$ cat src/hw/rtl/sexp_pkg.sv
// Package with the token codes, lexer modes and character constants of the tokenizer.
package sexp_pkg;

	typedef enum logic [2:0] {
		KIND_OPEN      = 3'd0,
		KIND_CLOSE     = 3'd1,
		KIND_WORD_BYTE = 3'd2,
		KIND_STR_BYTE  = 3'd3,
		KIND_WORD_END  = 3'd4,
		KIND_STR_END   = 3'd5
	} tok_kind_t;

	typedef enum logic [1:0] {
		MODE_IDLE   = 2'd0,
		MODE_WORD   = 2'd1,
		MODE_STRING = 2'd2
	} lex_mode_t;

	typedef struct packed {
		tok_kind_t  kind;
		logic [7:0] data;
		logic       last;
	} tok_t;

	localparam logic [7:0] CH_NUL    = 8'h00;
	localparam logic [7:0] CH_OPEN   = 8'h28;
	localparam logic [7:0] CH_CLOSE  = 8'h29;
	localparam logic [7:0] CH_QUOTE  = 8'h22;
	localparam logic [7:0] CH_BSLASH = 8'h5C;
	localparam logic [7:0] CH_SPACE  = 8'h20;
	localparam logic [7:0] CH_TAB    = 8'h09;
	localparam logic [7:0] CH_LF     = 8'h0A;
	localparam logic [7:0] CH_CR     = 8'h0D;

	// Depth of the result queue: one waiting result plus a two-result beat.
	localparam int QDEPTH = 3;

endpackage

$ cat src/hw/rtl/sexp_tokenizer_unit.sv
// S-expression tokenizer: byte-serial lexer with a three-entry result queue.
//
//  channel | direction | handshake               | payload
//  text    | in        | text_valid / text_stall | text_byte
//  token   | out       | token_valid/token_stall | token_kind, token_byte, run_last
//
// One text beat is accepted per cycle while at most one result waits in the queue.
// The lexer state is updated at the accepting edge; its results join the queue behind any
// waiting ones. A byte that yields two results (word end then paren) raises text_stall,
// set by queue occupancy alone; else, with token unstalled, text runs at one byte per cycle.
// Reset clears the lexer mode, both prior bytes and the queue.
module sexp_tokenizer_unit import sexp_pkg::*; (
	input  logic       clk,
	input  logic       arst_n,
	input  logic       text_valid,
	output logic       text_stall,
	input  logic [7:0] text_byte,
	output logic       token_valid,
	input  logic       token_stall,
	output logic [2:0] token_kind,
	output logic [7:0] token_byte,
	output logic       run_last
);

	lex_mode_t  mode_q;
	logic [7:0] prior_q;
	logic [7:0] prior2_q;
	tok_t       queue_q [QDEPTH];
	logic [1:0] cnt_q;

	lex_mode_t  mode_d;
	logic [1:0] n_res;
	tok_t       res0;
	tok_t       res1;
	logic       push;
	logic       pop;
	logic [1:0] base;
	logic       is_delim;
	logic       is_paren;
	logic       is_white;
	tok_kind_t  paren_kind;

	assign text_stall  = cnt_q[1];
	assign token_valid = (cnt_q != 2'd0);
	assign push        = text_valid && !text_stall;
	assign pop         = token_valid && !token_stall;
	assign base        = cnt_q - {1'b0, pop};

	assign token_kind = queue_q[0].kind;
	assign token_byte = queue_q[0].data;
	assign run_last   = queue_q[0].last;

	always_comb begin
		is_white   = (text_byte == CH_SPACE) || (text_byte == CH_TAB) ||
		             (text_byte == CH_LF) || (text_byte == CH_CR);
		is_paren   = (text_byte == CH_OPEN) || (text_byte == CH_CLOSE);
		is_delim   = is_white || is_paren;
		paren_kind = (text_byte == CH_OPEN) ? KIND_OPEN : KIND_CLOSE;
		n_res      = 2'd0;
		mode_d     = mode_q;
		res0       = '{kind: KIND_OPEN, data: 8'h00, last: 1'b1};
		res1       = '{kind: KIND_OPEN, data: 8'h00, last: 1'b1};
		if (text_byte == CH_NUL) begin
			mode_d = MODE_IDLE;
			if (mode_q == MODE_WORD) begin
				n_res     = 2'd1;
				res0.kind = KIND_WORD_END;
			end
		end else begin
			unique case (mode_q)
				MODE_STRING: begin
					n_res = 2'd1;
					// A quote closes unless a lone backslash escapes it.
					if (text_byte == CH_QUOTE &&
					    (prior_q != CH_BSLASH || prior2_q == CH_BSLASH)) begin
						res0.kind = KIND_STR_END;
						mode_d    = MODE_IDLE;
					end else begin
						res0.kind = KIND_STR_BYTE;
						res0.data = text_byte;
					end
				end
				MODE_WORD: begin
					n_res = 2'd1;
					if (is_delim) begin
						res0.kind = KIND_WORD_END;
						mode_d    = MODE_IDLE;
						if (is_paren) begin
							n_res     = 2'd2;
							res0.last = 1'b0;
							res1.kind = paren_kind;
						end
					end else begin
						res0.kind = KIND_WORD_BYTE;
						res0.data = text_byte;
					end
				end
				default: begin
					mode_d = MODE_IDLE;
					if (text_byte == CH_QUOTE) begin
						mode_d = MODE_STRING;
					end else if (is_paren) begin
						n_res     = 2'd1;
						res0.kind = paren_kind;
					end else if (!is_white) begin
						n_res     = 2'd1;
						res0.kind = KIND_WORD_BYTE;
						res0.data = text_byte;
						mode_d    = MODE_WORD;
					end
				end
			endcase
		end
	end

	always_ff @(posedge clk or negedge arst_n) begin
		if (!arst_n) begin
			mode_q   <= MODE_IDLE;
			prior_q  <= 8'h00;
			prior2_q <= 8'h00;
			cnt_q    <= 2'd0;
		end else begin
			if (push) begin
				mode_q   <= mode_d;
				// End of text clears history, so the next text starts as after reset.
				prior_q  <= (text_byte == CH_NUL) ? 8'h00 : text_byte;
				prior2_q <= (text_byte == CH_NUL) ? 8'h00 : prior_q;
				cnt_q    <= base + n_res;
			end else begin
				cnt_q <= base;
			end
		end
	end

	// Queue payload: shift on pop, then place new results just above the survivors.
	always_ff @(posedge clk) begin
		for (int i = 0; i < QDEPTH; i++) begin
			if (push && n_res != 2'd0 && base == 2'(i)) begin
				queue_q[i] <= res0;
			end else if (push && n_res == 2'd2 && base + 2'd1 == 2'(i)) begin
				queue_q[i] <= res1;
			end else if (pop && i + 1 < QDEPTH) begin
				queue_q[i] <= queue_q[(i + 1) % QDEPTH];
			end
		end
	end

endmodule

$ cat config.mk
export PLATFORM = sky130hd
export DESIGN_NAME = sexp_tokenizer_unit
export DESIGN_NICKNAME = d
export VERILOG_FILES = /design/src/hw/rtl/sexp_pkg.sv /design/src/hw/rtl/sexp_tokenizer_unit.sv
export SDC_FILE = /design/constraint.sdc
export NUM_CORES = 1
export LEC_CHECK = 0
export ABC_AREA = 0
export BUFFER_PORTS_ARGS = -buffer_cell sky130_fd_sc_hd__buf_2
export CAP_MARGIN = 10
export CORE_MARGIN = 1.5
export CORE_UTILIZATION = 59
export DETAILED_ROUTE_END_ITERATION = 8
export HOLD_SLACK_MARGIN = 0.15
export PLACE_DENSITY = 0.79
export SYNTH_ARGS = -nofsm -noshare
export SYNTH_HDL_FRONTEND = slang
export SYNTH_SLANG_ARGS = --single-unit
$ cat constraint.sdc
create_clock -name clk -period 3.74 [get_ports clk]
set_input_delay 0.748 -clock clk [delete_from_list [all_inputs] [get_ports clk]]
set_output_delay 0.748 -clock clk [all_outputs]
set_load 0.01 [all_outputs]
# Word-level counts from Yosys, hierarchy flattened
# Memory sizes are Yosys's and may differ from the RTL's.
# Index checks and enable logic that the tools add are counted.
dict set report op_classes {
  add_sub_neg 3
  n_eq_ne 18
  muxes 67
  n_bitwise 5
  n_reduce_logical 26
}
# op n
set ops {}
lappend ops {{two-way mux 12 bit} 6}
lappend ops {{two-way mux 8 bit} 5}
lappend ops {{two-way mux 1 bit} 33}
lappend ops {{== test 8 x 6 -> 1 bit (second input constant)} 4}
lappend ops {{== test 8 x 4 -> 1 bit (second input constant)} 3}
lappend ops {{one-hot mux 11 bit (2 select lines)} 1}
lappend ops {{two-way mux 3 bit} 7}
lappend ops {{two-way mux 2 bit} 10}
lappend ops {{OR reduction 12 bit} 1}
lappend ops {{logical AND 1 bit} 11}
lappend ops {{two-way mux 11 bit} 1}
lappend ops {{two-way mux 10 bit} 1}
lappend ops {{two-way mux 9 bit} 1}
lappend ops {{== test 2 bit (second input constant)} 4}
lappend ops {{== test 8 x 7 -> 1 bit (second input constant)} 1}
lappend ops {{zero test 8 bit} 1}
lappend ops {{!= test 8 x 7 -> 1 bit (second input constant)} 1}
lappend ops {{one-hot mux 2 bit (2 select lines)} 2}
lappend ops {{== test 2 x 1 -> 1 bit (second input constant)} 3}
lappend ops {{logical OR 1 bit} 6}
lappend ops {{!= test 3 bit (second input constant)} 2}
lappend ops {{bitwise OR 1 bit} 5}
lappend ops {{zero test 2 bit} 2}
lappend ops {{nonzero test 2 bit} 2}
lappend ops {{other kinds (5)} 6}
dict set report totals {
  register_bits 20
  mem_bits_rw 36
  input_bits 12
  output_inout_bits 14
  elab_cells 124
  n_memories 1
}
# name words word_bits rd rd_ports_with_merged_regs wr line_no
set mem_list {}
lappend mem_list {queue_q 3 12 3 0 2 sexp_tokenizer_unit.sv:28} ;# tok_t queue_q [QDEPTH];

# Logic depth before layout (Yosys ltp)
dict set report logic_depth {
  word_depth 18
  mapped_depth 12
  ltp_nobuf 11
}

# Least setup slack after synthesis
# No wires, ideal clock.
dict set report synth_timing {
  path_kind {reg2reg}
  start {reg cnt_q[1]}
  end {mem queue_q[1][0] in the netlist's numbering, data pin}
  setup_ns 0.260
  arrival_ns 3.020
  required_ns 3.480
  setup_slack_ns 0.461
  stages_incl_launch_ff 11
  path_buffers 1
  synth_period_minus_slack_ns 3.279
  path_cell_list {dfrtp_1 or2_2 nand2b_1 inv_1 ha_1 or4bb_1 or4_4 and2_4 buf_6 o21ai_2 mux2_2}
}
# item line_no
set synth_rtl {}
lappend synth_rtl {{from (decl)} sexp_tokenizer_unit.sv:29} ;# logic [1:0] cnt_q;
lappend synth_rtl {{from (signal assigned)} sexp_tokenizer_unit.sv:128} ;# cnt_q <= base + n_res;
lappend synth_rtl {{from (signal assigned)} sexp_tokenizer_unit.sv:130} ;# cnt_q <= base;
lappend synth_rtl {{to (decl)} sexp_tokenizer_unit.sv:28}

==> impl_summary.log <==
INFO  metric drt-wirelength-per-cell = 16.2 um
INFO  metric cap_viol_max_count = 0
INFO  metric detail_route.first_pass.iterations = 5
INFO  metric route.detailed.vias_per_inst = 6.13
INFO  metric hpwl = 4590 um
INFO  metric drt-initial-drc-count = 157
INFO  metric grt_overall_usage = 24.8%
INFO  metric crit_type = flop to flop
INFO  metric synth.ff_latch_count = 56
INFO  metric setup-tns-final = 0 ns
INFO  metric finalWeightedCongestion = 0.911
INFO  metric worst_pin_slew = 0.787 ns
INFO  metric outcome = complete, no violations
INFO  metric post-place-ws = 0.301 ns
INFO  metric period_minus_slack = 3.36 ns
INFO  metric final.hold.worst_slack = 0.374 ns
INFO  metric placed_cells_incl_taps = 393
INFO  metric finalNetCount = 349
INFO  metric drc = 0
INFO  metric drive_above_1_share = 18.0%
INFO  metric synth_nets = 330
INFO  metric number_of_buffers_between_clock_root_and_the_deepest_sink = 2
INFO  metric ir_worst_vdd = 0.464 mV
INFO  metric cts_tree = yes
INFO  metric worst_setup_path_end_kind = flop
INFO  metric worstHoldPathType = input port to asynchronous set/reset pin
INFO  metric cts_setup_buffers = 0
INFO  metric antenna_violations_before_repair = 0
INFO  metric clock-sinks = 56
INFO  metric grt_start_max_net_pins = 24
INFO  metric slew_violations = 0
INFO  metric fmaxAchievable = 0.298 GHz
INFO  metric dieWidth = 74.7 um
INFO  metric flow.area_growth_from_synthesis = 8.30%
INFO  metric first_global_vias = 2187
INFO  metric setup-violations-final = 0
INFO  metric synth-edff-count = 25
INFO  metric finalHoldViolCount = 0
INFO  metric first_pass_grt_wire_length = 10400 um
INFO  metric syn-instance-count = 314
INFO  metric ant_nets = 0
INFO  metric yosys_warnings = 0
INFO  metric netlist_area = 3030 um2
INFO  metric sequential_share_of_the_synthesized_area = 48.6%
INFO  metric synthesis.area_per_instance = 9.65 um2
INFO  metric synth_flop_cell = edfxtp_1
INFO  metric holdBufCountCts = 0
INFO  metric p_leak = 0.00134 uW
INFO  metric cp_data_required_time = 3.81 ns
INFO  metric rsz0062_at_grt = false
INFO  metric worst_slew_margin_rel = 47.3%
INFO  metric fin_crit_sh = 89.9%
INFO  metric synthDistinctLibCells = 55
INFO  metric cts_made_buffers = 5
INFO  metric critical_path.startpoint_type = flop
INFO  metric core.rowCount = 25
INFO  metric cp_data_arrival_time = 3.43 ns
INFO  metric final.setup.worst_slack = 0.379 ns
INFO  metric gr-total-overflow = 0
INFO  metric report.power.total = 2560 uW
INFO  metric count_of_cells_resized_by_post_cts_repair = 0
INFO  metric buffer_cell_driving_the_clock_tree_root = clkbuf_8
INFO  metric design.die.area = 5570 um2
INFO  metric wl = 6490 um
INFO  metric port_bufs = 25
INFO  metric coreArea = 4850 um2
INFO  metric worst_skew_pair_later_pin_latency = 0.31 ns
INFO  metric die_y = 74.7 um
INFO  metric start_util = 62.5%
INFO  metric async_flop_share = 35.7%
INFO  metric boundaryPins = 26
INFO  metric cts_htree_levels = 2
INFO  metric crit_fanout = 10
INFO  metric vias = 2457
INFO  metric pwr_density_cell = 781 nW/um2
INFO  metric final-instance-count-excl-fill = 401
INFO  metric fin_worst_skew = 0.0105 ns
INFO  metric rr_worst_depth = 9
INFO  metric clk_transition_reported_paths = 0.10 ns
INFO  metric antenna_cells = 0
-- cell usage in the layout (no fill, tap or decap), types with 5 or more instances in the layout --
master    instances
nor2_1           11
a21oi_1           8
clkbuf_8          5
o21ai_0          38
buf_2            25
o211ai_1         20
buf_4             5
inv_1            17
edfxtp_1         25
mux2i_1           8
nand2_1          52
mux2_2            8
dfxtp_1          11
nor3_1            9
or2_2             5
dfrtp_1          20
a211oi_1          5
-- stage by stage --
| step | util, % | cell area [um2] |
|---|---|---|
| floorplan | - | 3030 |
| finish | 67.7 | 3280 |
| global route | 67.7 | 3280 |
| CTS | 67.7 | 3280 |
| global placement | 65.9 | 3200 |
| detailed placement | 65.9 | 3200 |
-- path summary, 6_finish.rpt --
path,start,end,slack [ns]
max,cnt_q[1],queue_q[1][7],0.38
min,arst_n,cnt_q[0],0.37
max reg2reg,cnt_q[1],queue_q[1][7],0.38
min reg2reg,prior2_q[6],prior2_q[6],0.48
max in group asynchronous,arst_n,prior2_q[4],3.03
min in group clk,prior2_q[6],prior2_q[6],0.48
-- final cells by class --
cell class	count	area [um2]
repair buffers	30	163
multi-input cells	223	1410
clock inverters	3	17.5
inverters	17	63.8
well taps	67	83.8
flip-flops and latches	56	1470
clock buffers	5	68.8
fillers	401	1570
-- critical path, cell delays in order, from the launching register on --
cell	delay, ns
dfrtp_1	0.44
or2_2	0.32
nand2b_1	0.12
inv_1	0.09
ha_1	0.38
or4bb_1	0.57
or4_4	0.48
and2_4	0.23
o21ai_2	0.12
mux2_2	0.37
-- sequential cells by signal, summed over array words and instances, names as in the netlist --
register,cells
prior_q,8
prior2_q,8
queue_q,36
cnt_q,2
mode_q,2
-- where the power goes --
part / switching (uW) / internal [uW]
clock: 201 / 132
sequential: 123 / 984
combinational: 680 / 442
total: 1000 / 1560
-- cells in the mapped netlist, drive strengths merged, types with 2 or more instances --
cell / count / area share (%)
o21ai: 40 / 6.7
nor4bb: 2 / 0.66
nor3: 9 / 1.5
nor2b: 2 / 0.41
inv: 17 / 2.1
nor2: 11 / 1.4
a211oi: 5 / 1.2
o211ai: 21 / 5.4
and2: 2 / 0.50
or4bb: 3 / 1.1
nand4bb: 2 / 0.74
buf: 5 / 1.1
or2: 5 / 1.0
nand2: 52 / 6.4
dfxtp: 11 / 7.3
mux2i: 8 / 2.6
mux2: 8 / 3.0
or4: 2 / 0.62
edfxtp: 25 / 25
dfrtp: 20 / 17
o22ai: 2 / 0.41
ha: 4 / 1.7
clkbuf: 13 / 1.6
o21a: 3 / 0.74
and3: 2 / 0.41
or3: 3 / 0.62
o32ai: 2 / 0.58
nand2b: 4 / 0.83
nand3: 4 / 0.66
nand4: 2 / 0.41
nor4: 2 / 0.41
a21oi: 8 / 1.3
-- cells by family after synthesis --
logic type	after synthesis	share of synthesized area, %
and+or+nand+nor	110	18.7
AOI/OAI and AO/OA	91	20.1
DFF	56	48.6
buffers and inverters	35	4.79
muxes	16	5.62
adders and majority gates	4	1.65
xor gates and xnor gates	2	0.578
-- per-layer routing --
layer | up-vias | track usage, % | part of all wire [%]
met1 | 1190 | 33.2 | 45
li1 | 1180 | - | -
met5 | - | 0 | 0
met2 | 79 | 42.3 | 49
met4 | 0 | 7.07 | 1.0
met3 | 8 | 3.75 | 5.1
Note: power is estimated with default switching activity, not from simulation.
